### config.mk
export PLATFORM = sky130hd
export DESIGN_NAME = worst_fit_free_block_allocator_top
export DESIGN_NICKNAME = d
export VERILOG_FILES = /design/src/sv/wffba_pkg.sv /design/src/sv/wffba_cell.sv /design/src/sv/wffba_chain.sv /design/src/sv/worst_fit_free_block_allocator_top.sv
export SDC_FILE = /design/constraint.sdc
export NUM_CORES = 2
export LEC_CHECK = 0
export ABC_AREA = 1
export ABC_CLOCK_PERIOD_IN_PS = 8720
export BUFFER_PORTS_ARGS = -buffer_cell sky130_fd_sc_hd__buf_2
export CAP_MARGIN = 0
export CORE_ASPECT_RATIO = 1.1
export CORE_UTILIZATION = 49
export CTS_CLUSTER_DIAMETER = 120
export CTS_CLUSTER_SIZE = 20
export DETAILED_ROUTE_END_ITERATION = 8
export GPL_ROUTABILITY_DRIVEN = 0
export GPL_TIMING_DRIVEN = 1
export PLACE_DENSITY_LB_ADDON = 0.08
export SETUP_SLACK_MARGIN = 0.05
export SKIP_CTS_REPAIR_TIMING = 1
export SLEW_MARGIN = 20
export SYNTH_ARGS = -nofsm -noshare
export SYNTH_HDL_FRONTEND = slang
export SYNTH_HIERARCHICAL = 1
export SYNTH_SLANG_ARGS = --single-unit
### constraint.sdc
create_clock -name i_clk -period 8.72 [get_ports i_clk]
set_clock_uncertainty 0.2 [all_clocks]
set_input_delay 0 -clock i_clk [delete_from_list [all_inputs] [get_ports i_clk]]
set_output_delay 0 -clock i_clk [all_outputs]
set_load 0.01 [all_outputs]
### src/sv/wffba_pkg.sv
package wffba_pkg;

    localparam int unsigned FREE_SLOTS = 16;
    localparam int unsigned HDR_BYTES  = 4;

    localparam logic CMD_ALLOC = 1'b0;
    localparam logic CMD_FREE  = 1'b1;

    typedef struct packed {
        logic        cmd;
        logic [15:0] length;
        logic [31:0] position;
    } t_in_item;

    typedef struct packed {
        logic [31:0] alloc_offset;
        logic        reused;
        logic        dropped;
        logic        end_wrapped;
    } t_out_item;

    typedef struct packed {
        logic        valid;
        logic [31:0] offset;
        logic [15:0] size;
    } t_entry;

    typedef enum logic [1:0] {
        CH_HOLD,
        CH_INSERT,
        CH_POP
    } t_chain_op;

    typedef struct packed {
        t_chain_op op;
        t_entry    new_entry;
    } t_chain_ctl;

    typedef struct packed {
        t_entry head;
        logic   full;
    } t_chain_stat;

    typedef enum logic [1:0] {
        S_IDLE,
        S_EXEC,
        S_REINS
    } t_state;

endpackage

### src/sv/wffba_cell.sv
module wffba_cell (
    input  logic                  i_clk,
    input  logic                  i_rst_n,
    input  wffba_pkg::t_chain_ctl i_ctl,
    input  wffba_pkg::t_entry     i_left,
    input  logic                  i_left_ins,
    input  wffba_pkg::t_entry     i_right,
    output wffba_pkg::t_entry     o_entry,
    output logic                  o_ins
);

    logic        r_valid;
    logic [31:0] r_offset;
    logic [15:0] r_size;
    logic        n_valid;
    logic [31:0] n_offset;
    logic [15:0] n_size;

    // new block goes before any entry of equal or smaller size
    assign o_ins = !r_valid || (r_size <= i_ctl.new_entry.size);

    assign o_entry.valid  = r_valid;
    assign o_entry.offset = r_offset;
    assign o_entry.size   = r_size;

    always_comb begin
        n_valid  = r_valid;
        n_offset = r_offset;
        n_size   = r_size;
        case (i_ctl.op)
            wffba_pkg::CH_INSERT: begin
                if (i_left_ins) begin
                    n_valid  = i_left.valid;
                    n_offset = i_left.offset;
                    n_size   = i_left.size;
                end else if (o_ins) begin
                    n_valid  = 1'b1;
                    n_offset = i_ctl.new_entry.offset;
                    n_size   = i_ctl.new_entry.size;
                end
            end
            wffba_pkg::CH_POP: begin
                n_valid  = i_right.valid;
                n_offset = i_right.offset;
                n_size   = i_right.size;
            end
            default: begin
            end
        endcase
    end

    always_ff @(posedge i_clk) begin
        if (!i_rst_n) begin
            r_valid <= 1'b0;
        end else begin
            r_valid <= n_valid;
        end
    end

    always_ff @(posedge i_clk) begin
        r_offset <= n_offset;
        r_size   <= n_size;
    end

endmodule

### src/sv/wffba_chain.sv
module wffba_chain (
    input  logic                   i_clk,
    input  logic                   i_rst_n,
    input  wffba_pkg::t_chain_ctl  i_ctl,
    output wffba_pkg::t_chain_stat o_stat
);

    localparam int unsigned LAST = wffba_pkg::FREE_SLOTS - 1;

    wffba_pkg::t_entry w_entry [wffba_pkg::FREE_SLOTS];
    logic              w_ins   [wffba_pkg::FREE_SLOTS];

    for (genvar g = 0; g < wffba_pkg::FREE_SLOTS; g++) begin : g_cell
        wffba_pkg::t_entry w_left;
        wffba_pkg::t_entry w_right;
        logic              w_left_ins;

        if (g == 0) begin : g_first
            assign w_left     = '0;
            assign w_left_ins = 1'b0;
        end else begin : g_mid
            assign w_left     = w_entry[g-1];
            assign w_left_ins = w_ins[g-1];
        end

        if (g == LAST) begin : g_last
            assign w_right = '0;
        end else begin : g_inner
            assign w_right = w_entry[g+1];
        end

        wffba_cell u_cell (
            .i_clk      (i_clk),
            .i_rst_n    (i_rst_n),
            .i_ctl      (i_ctl),
            .i_left     (w_left),
            .i_left_ins (w_left_ins),
            .i_right    (w_right),
            .o_entry    (w_entry[g]),
            .o_ins      (w_ins[g])
        );
    end

    assign o_stat.head = w_entry[0];
    assign o_stat.full = w_entry[LAST].valid;

endmodule

### src/sv/worst_fit_free_block_allocator_top.sv
// Worst-fit free-block allocator.
// Input channel (i_in_valid / o_in_ready, i_in_item): cmd 0 allocates length
// bytes, cmd 1 frees a block of length bytes at position.
// Output channel (o_out_valid / i_out_ready, o_out_item): one item per request
// with the allocated offset and the reused, dropped and end_wrapped flags.
// Free blocks sit in a row of 16 cells sorted by size, largest at the head;
// an insert or a head removal shifts the whole row in parallel.
// An item is taken in IDLE, then executed in EXEC once the output register
// is free; its result is registered there. An allocation that splits a free
// block reinserts the remainder in REINS. New items are taken only in IDLE.
// i_cfg_we loads the initial end offset and the end pointer; write it only
// while idle.
// Reset (i_rst_n, synchronous, active low) empties the table and clears the
// end pointer. When the receiver stalls, the result waits in the output
// register; execution of the next item waits until that register is free.
module worst_fit_free_block_allocator_top (
    input  logic                 i_clk,
    input  logic                 i_rst_n,
    input  logic                 i_cfg_we,
    input  logic [31:0]          i_cfg_wdata,
    input  logic                 i_in_valid,
    output logic                 o_in_ready,
    input  wffba_pkg::t_in_item  i_in_item,
    output logic                 o_out_valid,
    input  logic                 i_out_ready,
    output wffba_pkg::t_out_item o_out_item
);

    wffba_pkg::t_state      r_state;
    wffba_pkg::t_state      n_state;
    wffba_pkg::t_in_item    r_item;
    wffba_pkg::t_entry      r_rem;
    wffba_pkg::t_entry      n_rem;
    logic [31:0]            r_end;
    logic [31:0]            n_end;
    logic                   r_out_valid;
    wffba_pkg::t_out_item   r_out;
    wffba_pkg::t_out_item   n_out;
    logic                   w_load_out;
    logic                   w_out_free;
    logic                   w_hit;
    logic [15:0]            w_rem_size;
    logic [32:0]            w_end_sum;
    wffba_pkg::t_chain_ctl  w_ctl;
    wffba_pkg::t_chain_stat w_stat;

    wffba_chain u_chain (
        .i_clk   (i_clk),
        .i_rst_n (i_rst_n),
        .i_ctl   (w_ctl),
        .o_stat  (w_stat)
    );

    assign w_out_free = !r_out_valid || i_out_ready;
    assign w_hit      = w_stat.head.valid && (w_stat.head.size >= r_item.length);
    assign w_rem_size = w_stat.head.size - r_item.length;
    assign w_end_sum  = {1'b0, r_end} + {17'd0, r_item.length}
                      + 33'(wffba_pkg::HDR_BYTES);

    always_comb begin
        n_state = r_state;
        case (r_state)
            wffba_pkg::S_IDLE: begin
                if (i_in_valid) begin
                    n_state = wffba_pkg::S_EXEC;
                end
            end
            wffba_pkg::S_EXEC: begin
                if (w_out_free) begin
                    if (r_item.cmd == wffba_pkg::CMD_ALLOC && w_hit && w_rem_size != 16'd0) begin
                        n_state = wffba_pkg::S_REINS;
                    end else begin
                        n_state = wffba_pkg::S_IDLE;
                    end
                end
            end
            wffba_pkg::S_REINS: begin
                n_state = wffba_pkg::S_IDLE;
            end
            default: begin
                n_state = wffba_pkg::S_IDLE;
            end
        endcase
    end

    always_comb begin
        o_in_ready      = 1'b0;
        w_load_out      = 1'b0;
        w_ctl.op        = wffba_pkg::CH_HOLD;
        w_ctl.new_entry = r_rem;
        n_rem           = r_rem;
        n_end           = r_end;
        n_out           = '0;
        case (r_state)
            wffba_pkg::S_IDLE: begin
                o_in_ready = 1'b1;
            end
            wffba_pkg::S_EXEC: begin
                if (w_out_free) begin
                    w_load_out = 1'b1;
                    if (r_item.cmd == wffba_pkg::CMD_FREE) begin
                        w_ctl.op               = wffba_pkg::CH_INSERT;
                        w_ctl.new_entry.valid  = 1'b1;
                        w_ctl.new_entry.offset = r_item.position;
                        w_ctl.new_entry.size   = r_item.length;
                        n_out.dropped          = w_stat.full;
                    end else if (w_hit) begin
                        w_ctl.op           = wffba_pkg::CH_POP;
                        n_out.alloc_offset = w_stat.head.offset;
                        n_out.reused       = 1'b1;
                        n_rem.valid        = 1'b1;
                        n_rem.offset       = w_stat.head.offset + {16'd0, r_item.length}
                                           + 32'(wffba_pkg::HDR_BYTES);
                        n_rem.size         = w_rem_size;
                    end else begin
                        n_out.alloc_offset = r_end;
                        if (w_end_sum[32]) begin
                            n_end             = '1;
                            n_out.end_wrapped = 1'b1;
                        end else begin
                            n_end = w_end_sum[31:0];
                        end
                    end
                end
            end
            wffba_pkg::S_REINS: begin
                w_ctl.op = wffba_pkg::CH_INSERT;
            end
            default: begin
            end
        endcase
        if (i_cfg_we) begin
            n_end = i_cfg_wdata;
        end
    end

    always_ff @(posedge i_clk) begin
        if (!i_rst_n) begin
            r_state     <= wffba_pkg::S_IDLE;
            r_out_valid <= 1'b0;
            r_end       <= '0;
        end else begin
            r_state <= n_state;
            r_end   <= n_end;
            if (w_load_out) begin
                r_out_valid <= 1'b1;
            end else if (i_out_ready) begin
                r_out_valid <= 1'b0;
            end
        end
    end

    always_ff @(posedge i_clk) begin
        if (i_in_valid && o_in_ready) begin
            r_item <= i_in_item;
        end
        if (w_load_out) begin
            r_out <= n_out;
        end
        r_rem <= n_rem;
    end

    assign o_out_valid = r_out_valid;
    assign o_out_item  = r_out;

endmodule

==> results.md <==
- Detailed Route WL: 161 mm
- Die height: 360 um
- Static leakage: 26.5 nW
- Hold Worst Slack: -0.0548 ns
- Cell count of the worst hold path: 8
- Quantity of I/O buffers inserted on ports: 122
- Routed length on met3: 8.96 mm
- Std cell rows: 130
- Time the worst path needs with I/O delays and setup: 6.28 ns
- Critical Path End Type: flop
- Ratio of cells with drive above 1 in the final layout: 6.65%
- Area of the core: 115000 sq um
- Achievable frequency: 159 MHz
- Initial antenna violation count: 0
- Average instance area after synthesis: 8.40 sq um
- Cell area after placement: 59200 sq um
- Number of cell instances on the worst register-to-register path: 24
- Vias in the first global route: 43828
- Worst slack, placed: 2.50 ns
- Met2 routed WL: 74.1 mm
- Result of the run: finished, violations left
- Crit Path Category: reg -> reg
- Wirelength per Cell: 18.9 um
- Worst-path maximum fanout: 65
- Post-synthesis instance total: 6798
- Number of nets still failing antenna checks after routing: 0
- Clock insertion delay at the later pin of the skew report: 0.71 ns
- Power share of the clock group: 31.3%
- Initial Util: 49.7%
- Number of fillers in the final layout: 10652
- Slew @ Worst Pin: 1.13 ns
- Worst EP required: 8.85 ns
- Clock-pin slew on the worst setup and hold paths: 0.10 ns
- DPL Wire Length: 115 mm
- Number of DRC violations after detailed-routing iteration 0: 3820
- Netlist area before placement: 57100 sq um
- Via count normalized by instance count: 5.51
- Total number of nets in the final design: 7422
- Post-route standard cell area excluding fillers: 62600 sq um
- Power density over the cells: 139 nW/um^2
- RSZ-0062 raised after global routing: no
- Num Clock Sinks: 951
- Clock tree from TritonCTS: done
- Global routing usage summed across all routing layers: 26.6%
- Switching Fraction: 25.0%
- Final number of max-transition violations: 0
- Reported max-cap violation count: 0
- Aggregate global routing overflow: 0
- Cell at the root of the clock tree: clkbuf_16
- Warning count from the yosys run: 6
- Proportion of power drawn by flip-flops and latches: 58.9%
- Failing checks: design-rule violations, negative hold slack
- Hold Fails Final Rpt: 3
- H-tree levels: 2
- Multi-input gate area in the final layout: 25900 sq um
- Highest routed metal layer: met4
- Startpoint class of the critical path: flop
- Combinational share of power: 9.8%
- Class of the tightest hold or removal check: in -> reg
- Worst EP arrival: 6.42 ns
- Count of final setup violators: 0
- Number of detailed-routing iterations run before antenna repair: 9
- Layout area overhead: 9.65%
- Worst-case vdd ir drop: 0.153 mV
- Final Cycle Share: 72.1%
- Sum of negative setup slack: 0 ns
- Horizontal die dimension: 327 um
- # diodes: 0
- Setup ws final: 2.44 ns
- Global-route wire length before repair: 251 mm
- Top-Level Pins: 123
- Met1 wire length: 73.2 mm
- Maximum clock path buffer count: 3
- TritonCTS Buffers: 53
- Total Die Area: 118000 sq um
- DRC viols: 1
- Pin count of the biggest net entering global routing: 100
- Worst slew margin: 24.8%
- Internal Dissipation: 0.00652 W
- Switching power total: 0.00218 W
- Register area: 28000 sq um
- Count of vias placed by the detailed router: 47049
-- final timing paths --
| kind | endpoint | slack (ns) | start |
|---|---|---|---|
| setup / recovery | u_chain/g_cell[15].u_cell/r_offset[28]$_DFFE_PP_ | 2.44 | r_state[1]$_SDFFE_PN0P_ |
| hold / removal | r_end[29]$_SDFFE_PN0P_ | -0.05 | i_cfg_we |
| setup reg to reg | u_chain/g_cell[15].u_cell/r_offset[28]$_DFFE_PP_ | 2.44 | r_state[1]$_SDFFE_PN0P_ |
| hold reg to reg | r_state[0]$_SDFFE_PN0P_ | 0.29 | r_state[0]$_SDFFE_PN0P_ |
-- layout by cell type, fill, tap and decap left out, drive strengths merged, types with 4 or more instances in the layout --
cell type,n
mux2,33
a21oi,175
nand3,110
buf,208
dlygate4sd3,193
nand4,34
clkbuf,81
nor3,20
nor4,4
edfxtp,900
dfxtp,51
ha,339
o21ai,105
conb,102
a22o,17
xnor2,13
xor2,37
nand3b,4
inv,554
nand2,2173
nor2,1042
o22ai,14
a31oi,777
a21o,20
-- area by class of cell --
type                            count  area share (%)
Sequential cell                   951            44.8
Multi-Input combinational cell   5036            41.4
Timing Repair Buffer              401            5.09
Inverter                          551            3.30
Tap cell                         1518            3.03
Clock buffer                       81            2.29
Clock inverter                      3          0.0780
-- flip-flops by register name, indices dropped and copies added (netlist names) --
| signal | cells |
|---|---|
| r_end | 32 |
| u_chain/g_cell.u_cell/r_valid | 16 |
| r_state | 2 |
| u_chain/g_cell.u_cell/r_size | 256 |
| o_out_valid | 1 |
| o_out_item | 35 |
| r_item | 49 |
| u_chain/g_cell.u_cell/r_offset | 512 |
| r_rem | 48 |
-- through the flow --
stage               power, W  hold WS, ns  util (%)  instances
floorplan            0.00575       -0.101         -       6899
global placement     0.00598      -0.0217      51.5       8264
detailed placement   0.00599      -0.0215      51.5       8264
CTS                  0.00868       -0.781      52.8       8348
global route         0.00901     0.000954      54.5       8541
finish               0.00870      -0.0548      54.5       8541
-- critical path: stages (launching register included) --
cell and delay, ns:
dfxtp_1 0.34, inv_1 0.08, ha_1 0.14, inv_1 0.08, nor2_4 0.15, nand2_4 0.50
o21ai_4 0.93, buf_4 0.34, inv_1 0.07, ha_1 0.31, nand2_1 0.08, inv_1 0.05
nand2_1 0.06, nand2_1 0.04, nand2_1 0.05, nand2_1 0.07, nand2_1 0.07, nand2_1 0.07
nand2_1 0.06, buf_4 0.52, inv_2 0.60, nand3_2 0.24, nand2_2 0.09, nand2_2 0.05
buf_4 0.59
-- power by group through the flow --
stage	clock network [W]	registers, W	logic, W
2_1_floorplan	0	0.00520	0.000553
3_3_place_gp	0	0.00522	0.000751
3_5_place_dp	0	0.00523	0.000767
4_1_cts	0.00278	0.00512	0.000772
5_1_grt	0.00292	0.00513	0.000959
6_report	0.00272	0.00512	0.000856
-- routing by layer --
layer	vias to the layer above	global-route usage, %
met5	-	0
met2	1488	42.7
met3	235	2.54
li1	23341	-
met1	21985	38.0
met4	0	8.12
Power figures use the tool's default switching activity.
